$ cat src/rtl/pba_pkg.sv
// Shared types, constants and helper functions of the paged block allocator.
`default_nettype none
package pba_pkg;

    localparam int NUM_PAGES      = 64;
    localparam int MAX_PAGE_BYTES = 256;

    localparam int PAGE_W        = $clog2(NUM_PAGES);
    localparam int PAGE_LOG2_MAX = $clog2(MAX_PAGE_BYTES);
    localparam int PAGE_LOG2_MIN = 3;
    localparam int MAP_W         = MAX_PAGE_BYTES / 4;
    localparam int BIT_W         = $clog2(MAP_W);
    localparam int MAX_CLASS     = PAGE_LOG2_MAX - 3;
    localparam int RUN_LIMIT     = 127;

    localparam int CFG_W    = 4;
    localparam int PL_W     = 4;
    localparam int OFF_W    = PAGE_LOG2_MAX;
    localparam int CLASS_W  = 3;
    localparam int RUN_W    = 7;
    localparam int SIZE_W   = 15;
    localparam int ADDR_W   = 14;
    localparam int STATUS_W = 2;
    localparam int NEED_W   = SIZE_W + 2;
    localparam int SUM_W    = ((PAGE_W > RUN_W) ? PAGE_W : RUN_W) + 1;

    localparam logic [CFG_W-1:0] CFG_RESET = CFG_W'(8);

    localparam logic [1:0] MODE_FREE  = 2'd0;
    localparam logic [1:0] MODE_SPLIT = 2'd2;
    localparam logic [1:0] MODE_RUN   = 2'd3;

    localparam logic OP_ALLOC = 1'b0;
    localparam logic OP_FREE  = 1'b1;

    localparam logic [STATUS_W-1:0] ST_OK        = 2'd0;
    localparam logic [STATUS_W-1:0] ST_NO_SPACE  = 2'd1;
    localparam logic [STATUS_W-1:0] ST_BAD_ADDR  = 2'd2;
    localparam logic [STATUS_W-1:0] ST_ZERO_SIZE = 2'd3;

    typedef struct packed {
        logic [0:0]        operation;
        logic [SIZE_W-1:0] request_size;
        logic [ADDR_W-1:0] address;
    } t_in_item;

    typedef struct packed {
        logic [ADDR_W-1:0]   granted_address;
        logic [STATUS_W-1:0] status;
    } t_out_item;

    typedef struct packed {
        logic [1:0]         mode;
        logic [CLASS_W-1:0] cls;
        logic [MAP_W-1:0]   map;
        logic [RUN_W-1:0]   run;
    } t_page_entry;

    typedef struct packed {
        logic load;
        logic scan_start;
        logic scan_step;
        logic decide;
        logic rd;
        logic upd;
        logic sweep;
        logic out_load;
    } t_dp_cmd;

    typedef struct packed {
        logic early;
        logic is_free;
        logic scan_last;
        logic dec_sweep;
        logic dec_read;
        logic dec_fresh;
        logic upd_sweep;
        logic sweep_last;
        logic out_free;
    } t_dp_stat;

    // Mask of the blocks that exist in a page of 2^pl bytes split into class cls.
    function automatic logic [MAP_W-1:0] block_mask(input logic [PL_W-1:0] pl,
                                                    input logic [CLASS_W-1:0] cls);
        logic [PL_W:0]  bl;
        logic [PL_W:0]  sh;
        logic [BIT_W:0] n;
        logic [MAP_W:0] wide;
        bl   = (PL_W+1)'(cls) + (PL_W+1)'(2);
        sh   = (bl > {1'b0, pl}) ? '0 : ({1'b0, pl} - bl);
        n    = (BIT_W+1)'(1) << sh;
        wide = ((MAP_W+1)'(1) << n) - (MAP_W+1)'(1);
        return wide[MAP_W-1:0];
    endfunction

    function automatic logic [BIT_W-1:0] lowest_set(input logic [MAP_W-1:0] v);
        logic [BIT_W-1:0] idx;
        idx = '0;
        for (int i = MAP_W - 1; i >= 0; i--) begin
            if (v[i]) idx = BIT_W'(i);
        end
        return idx;
    endfunction

endpackage
`default_nettype wire

$ cat src/rtl/pba_ctrl.sv
// Sequencer of the paged block allocator: walks each item through its steps.
`default_nettype none
module pba_ctrl (
    input  wire logic              i_clk,
    input  wire logic              i_rst_n,
    input  wire logic              i_in_valid,
    output logic                   o_in_stall,
    input  pba_pkg::t_dp_stat      i_stat,
    output pba_pkg::t_dp_cmd       o_cmd
);

    typedef enum logic [3:0] {
        S_IDLE,
        S_CHECK,
        S_SCAN,
        S_SCAN_END,
        S_DECIDE,
        S_READ,
        S_UPDATE,
        S_SWEEP,
        S_DONE
    } t_state;

    t_state r_state;
    t_state n_state;

    always_comb begin
        o_cmd   = '0;
        n_state = r_state;
        case (r_state)
            S_IDLE: begin
                if (i_in_valid) begin
                    o_cmd.load = 1'b1;
                    n_state    = S_CHECK;
                end
            end
            S_CHECK: begin
                if (i_stat.early) begin
                    n_state = S_DONE;
                end else if (i_stat.is_free) begin
                    n_state = S_READ;
                end else begin
                    o_cmd.scan_start = 1'b1;
                    n_state          = S_SCAN;
                end
            end
            S_SCAN: begin
                o_cmd.scan_step = 1'b1;
                if (i_stat.scan_last) n_state = S_SCAN_END;
            end
            S_SCAN_END: begin
                n_state = S_DECIDE;
            end
            S_DECIDE: begin
                o_cmd.decide = 1'b1;
                if (i_stat.dec_sweep)      n_state = S_SWEEP;
                else if (i_stat.dec_read)  n_state = S_READ;
                else if (i_stat.dec_fresh) n_state = S_UPDATE;
                else                       n_state = S_DONE;
            end
            S_READ: begin
                o_cmd.rd = 1'b1;
                n_state  = S_UPDATE;
            end
            S_UPDATE: begin
                o_cmd.upd = 1'b1;
                n_state   = i_stat.upd_sweep ? S_SWEEP : S_DONE;
            end
            S_SWEEP: begin
                o_cmd.sweep = 1'b1;
                if (i_stat.sweep_last) n_state = S_DONE;
            end
            S_DONE: begin
                if (i_stat.out_free) begin
                    o_cmd.out_load = 1'b1;
                    n_state        = S_IDLE;
                end
            end
            default: begin
                n_state = S_IDLE;
            end
        endcase
    end

    always_ff @(posedge i_clk) begin
        if (!i_rst_n) begin
            r_state <= S_IDLE;
        end else begin
            r_state <= n_state;
        end
    end

    assign o_in_stall = (r_state != S_IDLE);

endmodule
`default_nettype wire

$ cat config.mk
export PLATFORM = sky130hd
export DESIGN_NAME = pba_ctrl
export DESIGN_NICKNAME = d
export VERILOG_FILES = /design/src/rtl/pba_pkg.sv /design/src/rtl/pba_ctrl.sv
export SDC_FILE = /design/constraint.sdc
export NUM_CORES = 1
export LEC_CHECK = 0
export ABC_AREA = 1
export BUFFER_PORTS_ARGS = -buffer_cell sky130_fd_sc_hd__buf_2
export CORE_AREA = 2 2 39 41
export DETAILED_ROUTE_END_ITERATION = 8
export DIE_AREA = 0 0 41 43
export GPL_TIMING_DRIVEN = 1
export SYNTH_ARGS = -nofsm -noshare
export SYNTH_HDL_FRONTEND = slang
export SYNTH_SLANG_ARGS = --single-unit
$ cat constraint.sdc
create_clock -name i_clk -period 2 [get_ports i_clk]
set_input_delay 0.1 -clock i_clk [delete_from_list [all_inputs] [get_ports i_clk]]
set_output_delay 0.1 -clock i_clk [all_outputs]
set_load 0.1 [all_outputs]
# Word level (Yosys, flattened, before mapping)

Cells that the tools add are included.

Flip-flop bits (word level): 4
Latch bits: 0
RAM bits: 0
ROM bits: 0
Bits of input ports: 12
Output and inout port bits: 9
Logic and storage cells: 39
Memories kept: 0

Add/sub/neg operators: 0
Multiply operators: 0
Div/mod/pow operators: 0
Order comparisons: 0
Eq/ne operators: 12
Shift-type cells: 0
Mux-type cells: 23
Bitwise gates (word level): 0
Reductions and logical operators: 3

Operators by type and width:

| cell                                                                  | number |
|---|---|
| 4-bit 2-to-1 mux                                                      | 9 |
| 4-bit one-hot mux with 9 select lines                                 | 1 |
| 4-bit by 3-bit equality test with 1-bit output, second input constant | 4 |
| 1-bit 2-to-1 mux                                                      | 12 |
| 4-bit by 2-bit equality test with 1-bit output, second input constant | 2 |
| 2-bit != test, second input constant                                  | 4 |
| 4-bit by 1-bit equality test with 1-bit output, second input constant | 1 |
| 4-bit equality test, second input constant                            | 1 |
| 4-bit logical NOT                                                     | 1 |
| 4-bit AND reduction                                                   | 1 |
| 4-bit nonzero test                                                    | 1 |
| 3-bit 2-to-1 mux                                                      | 1 |

# Logic depth before layout (Yosys ltp)

Gate-level depths: netlist of run 1.

Word-level depth: 4
Mapped depth: 8
Depth with buffers taken out: 8

# Worst setup path before layout of run 1

Ideal clock, no wire load.

Path type: register to output
Start: reg r_state[3]
End: out o_cmd[0] in the netlist's numbering
Arrival: 3.331 ns
Data required time: 1.900 ns
Slack: -1.431 ns
Cell stages (with the launch flop): 3
Buffers on the path: 0
Path through: dfxtp_1 inv_2 nor4_1

RTL lines:

| element                | line           | text |
|---|---|---|
| from (decl)            | pba_ctrl.sv:24 | `t_state r_state;` |
| from (signal assigned) | pba_ctrl.sv:89 | `r_state <= n_state;` |
| to (decl)              | pba_ctrl.sv:9  | `output pba_pkg::t_dp_cmd o_cmd` |

==> run summary, run 1 <==
Status: complete, no violations
Classification of the worst setup path: flip-flop to output pin
Yosys top cell by area: dfxtp_1
Pwr Density: 1531 nW/um2
Pre-CTS WS: 0.6338 ns
Gate Count Post-Synth: 75
Gr ovfl total: 0
Number of flip-flops in the largest register: 4
DRT iter0 DRCs: 12
Total length of routed wires: 1047 um
Switch share: 0.6559
Slew Limit Fails: 0
Gpl congestion: 0.7532
Pin count of the biggest net entering global routing: 7
Seq pwr share: 0.158
Final worst hold slack: 0.1466 ns
Clk Tree Root Cell: clkbuf_4
Vias in the first global route: 433
RR Startpoint: r_state[0]$_SDFFE_PN0P_
Area of the die: 1763 um2
Top flop regs: r_state (4)
Peak supply drop: 872.8 uV
Num CTS Buffers: 3
DIE WIDTH: 41 um
Syn Nets: 87
Clk sinks: 4
Residual DRC: 0
Total leakage power: 0.3269 nW
Diode count: 0
Maximum Capacitance Violations: 0
Port bufs: 20
Fin crit period: 1.610 ns
IO Pins: 21
Layout area overhead: 39.70%
HP Start: i_rst_n
Floorplan row count: 14
Logic gate share of total power: 0.734
Chip height: 43 um
Crit path DAT: 1.51 ns
Top cell type's share of synthesized area: 0.1939
Post-cts sizing count: 0
CP Max Fanout: 6
Number of synthesis warnings: 0
Clock latency on the worst-skew pair: 0.23 ns
Core area: 1384 um2
WL per Instance: 9.184 um
H-Tree Depth: 1
Fin crit share: 0.8049
Final worst slack: 0.3902 ns
Syn avg cell area: 5.505 um2
Min-Delay Path Class: primary input to flip-flop
Relative slew slack: 0.6770
Initial antenna violation count: 0
Post CTS Setup Buffer Count: 0
Post-DP HPWL: 903.9 um
Internal power: 0.3038 mW
Vias per std cell: 4.737
Clock Power Share: 0.108
Via count: 540
Fin. Hold Viols: 0
Routed Antenna Nets: 0
Overall power: 0.8828 mW
Final TNS setup: 0 ns
CP endpoint kind: output pin
Synth Cell Area: 412.9 um2
Drt pass-1 iters: 4
Layout cell share with drive strength beyond 1: 0.4184
Psw: 0.5790 mW
Total global-route track usage: 0.1275
Seq/Total Area, Yosys: 0.1939
Area contributors post-synth: dfxtp_1 19%, nand2_1 13%, inv_1 11%
Hold_buf cts: 0
Setup crit start kind: flip-flop
Utilization after layout: 0.4168
CTS tree: done
Setup violators final: 0
Synth Register Bits: 4
First-pass GRT wire length: 1573 um
Biggest register: r_state
Final net count: 112
Unrepaired setup endpoints after global routing: false
Worst slew pin tran: 0.4879 ns
Initial Util: 0.2984
CP startpoint: r_state[0]$_SDFFE_PN0P_
Worst clock skew: 0.0002921 ns
Deepest clock path buffer count: 2
Cell variety after synth: 17
Max Fclk: 621.2 MHz
Clk pin slew, worst setup/hold paths: 0.03 ns
WP data required: 1.90 ns
## worst paths after layout
check                                 end  slack (ns)  depth (start not counted)
setup / recovery                 o_cmd[7]        0.39                          6
hold / removal    r_state[1]$_SDFFE_PN0P_        0.15                          3
setup reg to reg  r_state[0]$_SDFFE_PN0P_        0.76                          8
hold reg to reg   r_state[3]$_SDFFE_PN0P_        0.57                          2
## layout make-up
| class | count | area [um2] |
|---|---|---|
| fillers | 156 | 807.0 |
| multi-input cells | 54 | 290.3 |
| repair buffers | 20 | 100.1 |
| flip-flops and latches | 4 | 80.08 |
| inverters | 17 | 63.81 |
| clock buffers | 3 | 22.52 |
| well taps | 16 | 20.02 |
## metal layers
layer	track usage	wire length [um]	vias to the layer above
met3	0.01571	67	0
met4	0.06000	0	0
li1	-	-	285
met1	0.1608	443	235
met2	0.2031	535	20
met5	0	0	-
## power groups by stage
stage / clock, mW / sequential (mW) / combinational [mW]
CTS: 0.102 / 0.138 / 0.650
global route: 0.110 / 0.143 / 0.692
detailed placement: 0 / 0.139 / 0.649
global placement: 0 / 0.138 / 0.649
finish: 0.0957 / 0.139 / 0.648
floorplan: 0 / 0.131 / 0.560
## cells in the final DEF (no fill, tap or decap), drive strengths merged
cell    count
nand3       6
nor2       16
clkbuf      3
o21ai       1
a21oi       4
buf        20
nor3        1
nand4       4
nand2      18
inv        17
nor4        1
dfxtp       4
o31ai       1
nand3b      1
o211ai      1
## worst max-delay path: stages, from the launching register on
cell and delay, ns:
dfxtp_1 0.37, inv_2 0.15, nand2_4 0.08, nor2_2 0.12, inv_1 0.08, nor2_4 0.07
buf_2 0.42
## cells in the mapped netlist
master,number
a21oi_1,4
dfxtp_1,4
inv_1,12
inv_2,5
nand2_1,14
nand2_2,3
nand2_4,1
nand3_1,6
nand3b_1,1
nand4_1,4
nor2_1,11
nor2_2,5
nor3_1,1
nor4_1,1
o211ai_1,1
o21ai_1,1
o31ai_1,1
## cells by family (layout without fill, tap and decap cells)
kind of cell,count (synthesis),in the layout,synth area share
and+or+nand+nor,47,47,0.5545
DFF,4,4,0.1939
buffers and inverters,17,40,0.1545
AOI/OAI and AO/OA,7,7,0.09697
## per-stage QoR
step	instances	area, um2
final	114	576.8
after global routing	114	576.8
after floorplan	75	434.2
after global placement	111	554.3
after detailed placement	111	554.3
after CTS	114	576.8
Power figures use the tool's default switching activity.
==> run 2: changes to the inputs <==
==> constraint.sdc (replaced) <==
create_clock -name i_clk -period 1.3 [get_ports i_clk]
set_input_delay 0.065 -clock i_clk [delete_from_list [all_inputs] [get_ports i_clk]]
set_output_delay 0.065 -clock i_clk [all_outputs]
set_load 0.1 [all_outputs]
==> run 2 against run 1 <==
Clock skew about the same. Sequential power increased by 87%. Design area increased by 49%. Hold slack got worse by 0.037 ns. Via count increased by 5.6%. Sequential share of layout area decreased by 2.8 points. First-iteration DRC count decreased by 58%. Global-route usage increased by 4.8 points. Worst setup slack got worse by 0.37 ns. Combinational power increased by 120%. Non-clock buffer count increased by 3. Flip-flop and latch count unchanged.
==> run summary, run 2 (synthesis gave the netlist of run 1 again) <==
Final Instance Area: 858.3 um2
DIE WIDTH: 41 um
Pwr Density: 2184 nW/um2
IO Pins: 21
Initial Util: 0.2984
Slew Limit Fails: 0
Worst slew pin tran: 0.2590 ns
Layout area overhead: 107.9%
Peak supply drop: 1170 uV
Unrepaired setup endpoints after global routing: true
Core area: 1384 um2
Max Fclk: 780.9 MHz
Relative slew slack: 0.8261
Setup violators final: 0
Status: complete, no violations
Hold_buf cts: 0
Placed cell area: 773.2 um2
WHS Path Cells: 3
Number of flip-flops in the largest register: 4
R2R cell count: 7
Total global-route track usage: 0.1757
Top flop regs: r_state (4)
Clk sinks: 4
Fin crit period: 1.280 ns
Post-DP HPWL: 1009 um
Overall power: 1.875 mW
Final net count: 115
Fin crit share: 0.9850
DRT iter0 DRCs: 5
Pin count of the biggest net entering global routing: 6
Clk Tree Root Cell: clkbuf_4
Deepest clock path buffer count: 2
Commonest cells after routing, fill and taps aside: 11 x nand2_1, 11 x buf_2, 10 x inv_1
Setup crit start kind: flip-flop
Fin. Hold Viols: 0
Gr ovfl total: 0
Worst clock skew: 0.0007584 ns
Chip height: 43 um
Biggest register: r_state
CTS tree: done
Residual DRC: 0
Min-Delay Path Class: primary input to flip-flop
CP Max Fanout: 4
Via count: 570
Port bufs: 20
Vias in the first global route: 552
Initial antenna violation count: 0
Total length of routed wires: 1291 um
WL per Instance: 10.94 um
Classification of the worst setup path: flip-flop to output pin
Diode count: 0
Floorplan row count: 14
Clock latency on the worst-skew pair: 0.23 ns
Total leakage power: 0.3935 nW
Final worst hold slack: 0.1097 ns
H-Tree Depth: 1
Gpl congestion: 0.9281
WP data required: 1.24 ns
Placed cells: 111
Final worst slack: 0.01950 ns
Clk pin slew, worst setup/hold paths: 0.04 ns
Pre-CTS WS: 0.1184 ns
Crit path DAT: 1.22 ns
Area of the die: 1763 um2
Drt pass-1 iters: 4
CP endpoint kind: output pin
Layout cell share with drive strength beyond 1: 0.5490
First-pass GRT wire length: 2132 um
Vias per std cell: 4.831
Num CTS Buffers: 3
Final Non-Filler Cells: 118
Maximum Capacitance Violations: 0
Routed Antenna Nets: 0
-- run 2: routing by layer --
metal	track usage	wire length, um	vias up	share of wire
met5	0	0	-	0
met4	0.09333	16	0	0.012
met3	0.04188	67	2	0.052
met2	0.2750	665	20	0.52
met1	0.2090	542	254	0.42
li1	-	-	294	-
-- run 2: metrics by stage --
| step | TNS, ns | utilization |
|---|---|---|
| finish | 0 | 0.6203 |
| global route | -0.03518 | 0.6203 |
| CTS | 0 | 0.6085 |
| detailed placement | 0 | 0.5588 |
| global placement | 0 | 0.5588 |
| floorplan | -1.424 | - |
-- run 2: final cells by class --
class | count | area [um2]
Inverter | 17 | 85.08
Clock buffer | 4 | 26.28
Sequential cell | 4 | 95.09
Timing Repair Buffer | 23 | 261.5
Fill cell | 126 | 525.5
Tap cell | 16 | 20.02
Multi-Input combinational cell | 54 | 370.4
-- run 2: power by group --
| group | leakage (nW) | switching, mW | internal, mW |
|---|---|---|---|
| clock | 0.0150 | 0.0556 | 0.116 |
| sequential | 0.0356 | 0.0829 | 0.177 |
| combinational | 0.343 | 0.952 | 0.492 |
| total | 0.393 | 1.09 | 0.785 |
-- run 2: worst paths after layout --
| check | start | end | slack (ns) |
|---|---|---|---|
| max | r_state[3]$_SDFFE_PN0P_ | o_cmd[7] | 0.02 |
| min | i_rst_n | r_state[3]$_SDFFE_PN0P_ | 0.11 |
| max reg2reg | r_state[2]$_SDFFE_PN0P_ | r_state[0]$_SDFFE_PN0P_ | 0.10 |
| min reg2reg | r_state[3]$_SDFFE_PN0P_ | r_state[3]$_SDFFE_PN0P_ | 0.59 |
-- run 2: what timing repair did --
action	CTS	global route
setup endpoints to repair	2	3
resized for setup	7	3
gates cloned	0	0
pin swaps	0	2
buffers inserted	3	0
-- run 2: critical path: stages, from the launching register on --
cell and delay (ns):
dfxtp_4 0.37, inv_6 0.08, nand2_4 0.07, nor2_4 0.11, inv_2 0.07, nor2_4 0.10, buf_12 0.18
==> run 3: changes to the inputs <==
==> constraint.sdc (replaced) <==
create_clock -name i_clk -period 1.1 [get_ports i_clk]
set_input_delay 0.055 -clock i_clk [delete_from_list [all_inputs] [get_ports i_clk]]
set_output_delay 0.055 -clock i_clk [all_outputs]
set_load 0.1 [all_outputs]
==> run 3 against run 2 <==
The run now ends with negative setup slack left. First-iteration DRC count grew to 2.8 times the previous value. Routed wire length is 30% higher. Design area is 28% higher. Critical path depth is 3 lower. Die area stayed put. Clock power is 20% higher. Critical endpoint is now o_cmd[0].
==> run summary, run 3 (synthesis gave the netlist of run 1 again) <==
Status: finished with violations
Violated checks: negative setup slack
Fin crit share: 1.194
Min-Delay Path Class: primary input to flip-flop
Initial antenna violation count: 0
Commonest cells after routing, fill and taps aside: 11 x buf_2, 11 x buf_6, 10 x inv_1, 10 x buf_12
HP Start: i_rst_n
Peak supply drop: 1321 uV
Final net count: 132
WHS Endpoint: r_state[0]$_SDFFE_PN0P_
Routed Antenna Nets: 0
Top flop regs: r_state (4)
CTS tree: done
CP endpoint kind: output pin
Layout cell share with drive strength beyond 1: 0.6975
Clk sinks: 4
Core area: 1384 um2
Total leakage power: 0.5055 nW
R2R cell count: 7
Crit path DAT: 1.26 ns
H-Tree Depth: 1
RR Startpoint: r_state[1]$_SDFFE_PN0P_
WHS Path Cells: 3
Floorplan row count: 14
Fillers: 89
WL per Instance: 12.47 um
Final worst slack: -0.2138 ns
Final worst hold slack: 0.09345 ns
Utilization after layout: 0.7948
Pwr Density: 2506 nW/um2
Classification of the worst setup path: flip-flop to output pin
Vias in the first global route: 587
Clk pin slew, worst setup/hold paths: 0.04 ns
Overall power: 2.756 mW
Initial Util: 0.2984
IO Pins: 21
Fin. Hold Viols: 0
DRT iter0 DRCs: 14
Unrepaired setup endpoints after global routing: true
Area of the die: 1763 um2
Layout area overhead: 166.4%
First-pass GRT wire length: 2566 um
Fin crit period: 1.314 ns
CP Max Fanout: 4
Maximum Capacitance Violations: 0
Vias per std cell: 4.815
Relative slew slack: 0.8248
Hold_buf cts: 0
Biggest register: r_state
Drt pass-1 iters: 4
Setup violators final: 13
Gpl congestion: 0.8336
Final Instance Area: 1100 um2
Setup crit start kind: flip-flop
Diode count: 0
Worst clock skew: 0.0002357 ns
Port bufs: 20
Pre-CTS WS: -0.1008 ns
Via count: 650
Placed cell area: 840.8 um2
Clk Tree Root Cell: clkbuf_4
Reg2Reg Capture Point: r_state[1]$_SDFFE_PN0P_
Total global-route track usage: 0.2181
Num CTS Buffers: 3
Chip height: 43 um
Gr ovfl total: 0
Worst reg-to-reg setup slack: -0.12 ns
Max Fclk: 761.2 MHz
Clock latency on the worst-skew pair: 0.24 ns
Number of flip-flops in the largest register: 4
Worst slew pin tran: 0.2608 ns
Slew Limit Fails: 0
WP data required: 1.04 ns
Total length of routed wires: 1684 um
Residual DRC: 0
DIE WIDTH: 41 um
Deepest clock path buffer count: 2
Post-DP HPWL: 1094 um
Pin count of the biggest net entering global routing: 5
[run 3: changes by cell type in the layout (fill, tap and decap cells not counted), sizes merged]
cell,before,now
buf,23,40
[run 3: worst max-delay path by stage]
| stage | start | to | slack (ns) | depth (start not counted) |
|---|---|---|---|---|
| 3_3_place_gp | r_state[2]$_SDFFE_PN0P_ | r_state[1]$_SDFFE_PN0P_ | -0.1 | 5 |
| 6_report | r_state[2]$_SDFFE_PN0P_ | o_cmd[0] | -0.21 | 3 |
| 5_1_grt | r_state[2]$_SDFFE_PN0P_ | o_cmd[0] | -0.26 | 3 |
| 4_1_cts | r_state[2]$_SDFFE_PN0P_ | o_cmd[0] | -0.22 | 3 |
| 2_1_floorplan | r_state[1]$_SDFFE_PN0P_ | o_cmd[7] | -0.61 | 5 |
| 3_5_place_dp | r_state[2]$_SDFFE_PN0P_ | r_state[1]$_SDFFE_PN0P_ | -0.10 | 5 |
[run 3: what timing repair did]
item / 4_1_cts / 5_1_grt
hold endpoints to repair: 0 / 0
gates resized for setup: 22 / 13
pin swaps: 10 / 12
buffers inserted: 8 / 3
setup endpoints to repair: 13 / 13
gates cloned: 0 / 0
[run 3: critical path, cell delays in order, from the launching register on]
cell     delay (ns)
dfxtp_4        0.37
buf_6          0.12
nor4_4         0.31
buf_12         0.21
[run 3: power breakdown]
part           switching, mW  internal, mW  leakage [nW]
Clock                 0.0685         0.137        0.0150
Sequential            0.0879         0.209        0.0356
Combinational           1.34         0.918         0.455
[run 3: cell type report]
class                           count  area (um2)  share of cell area
Timing Repair Buffer               40       439.2              0.3993
Multi-Input combinational cell     54       431.7              0.3925
Clock buffer                        4       26.28             0.02389
Tap cell                           16       20.02             0.01820
Inverter                           17       87.58             0.07964
Sequential cell                     4       95.09             0.08646
[run 3: through the flow]
stage,setup TNS (ns),std cells
3_5_place_dp,-0.1023,120
6_report,-1.743,135
4_1_cts,-1.813,132
3_3_place_gp,-0.1114,120
5_1_grt,-2.481,135
2_1_floorplan,-3.066,75
[run 3: metal layers]
metal  global-route usage  part of all wire  up-vias
met5                    0                 0        -
met4               0.1200             0.030        0
met3              0.01571             0.026        7
met2               0.3594              0.54       19
met1               0.2613              0.40      297
li1                     -                 -      327
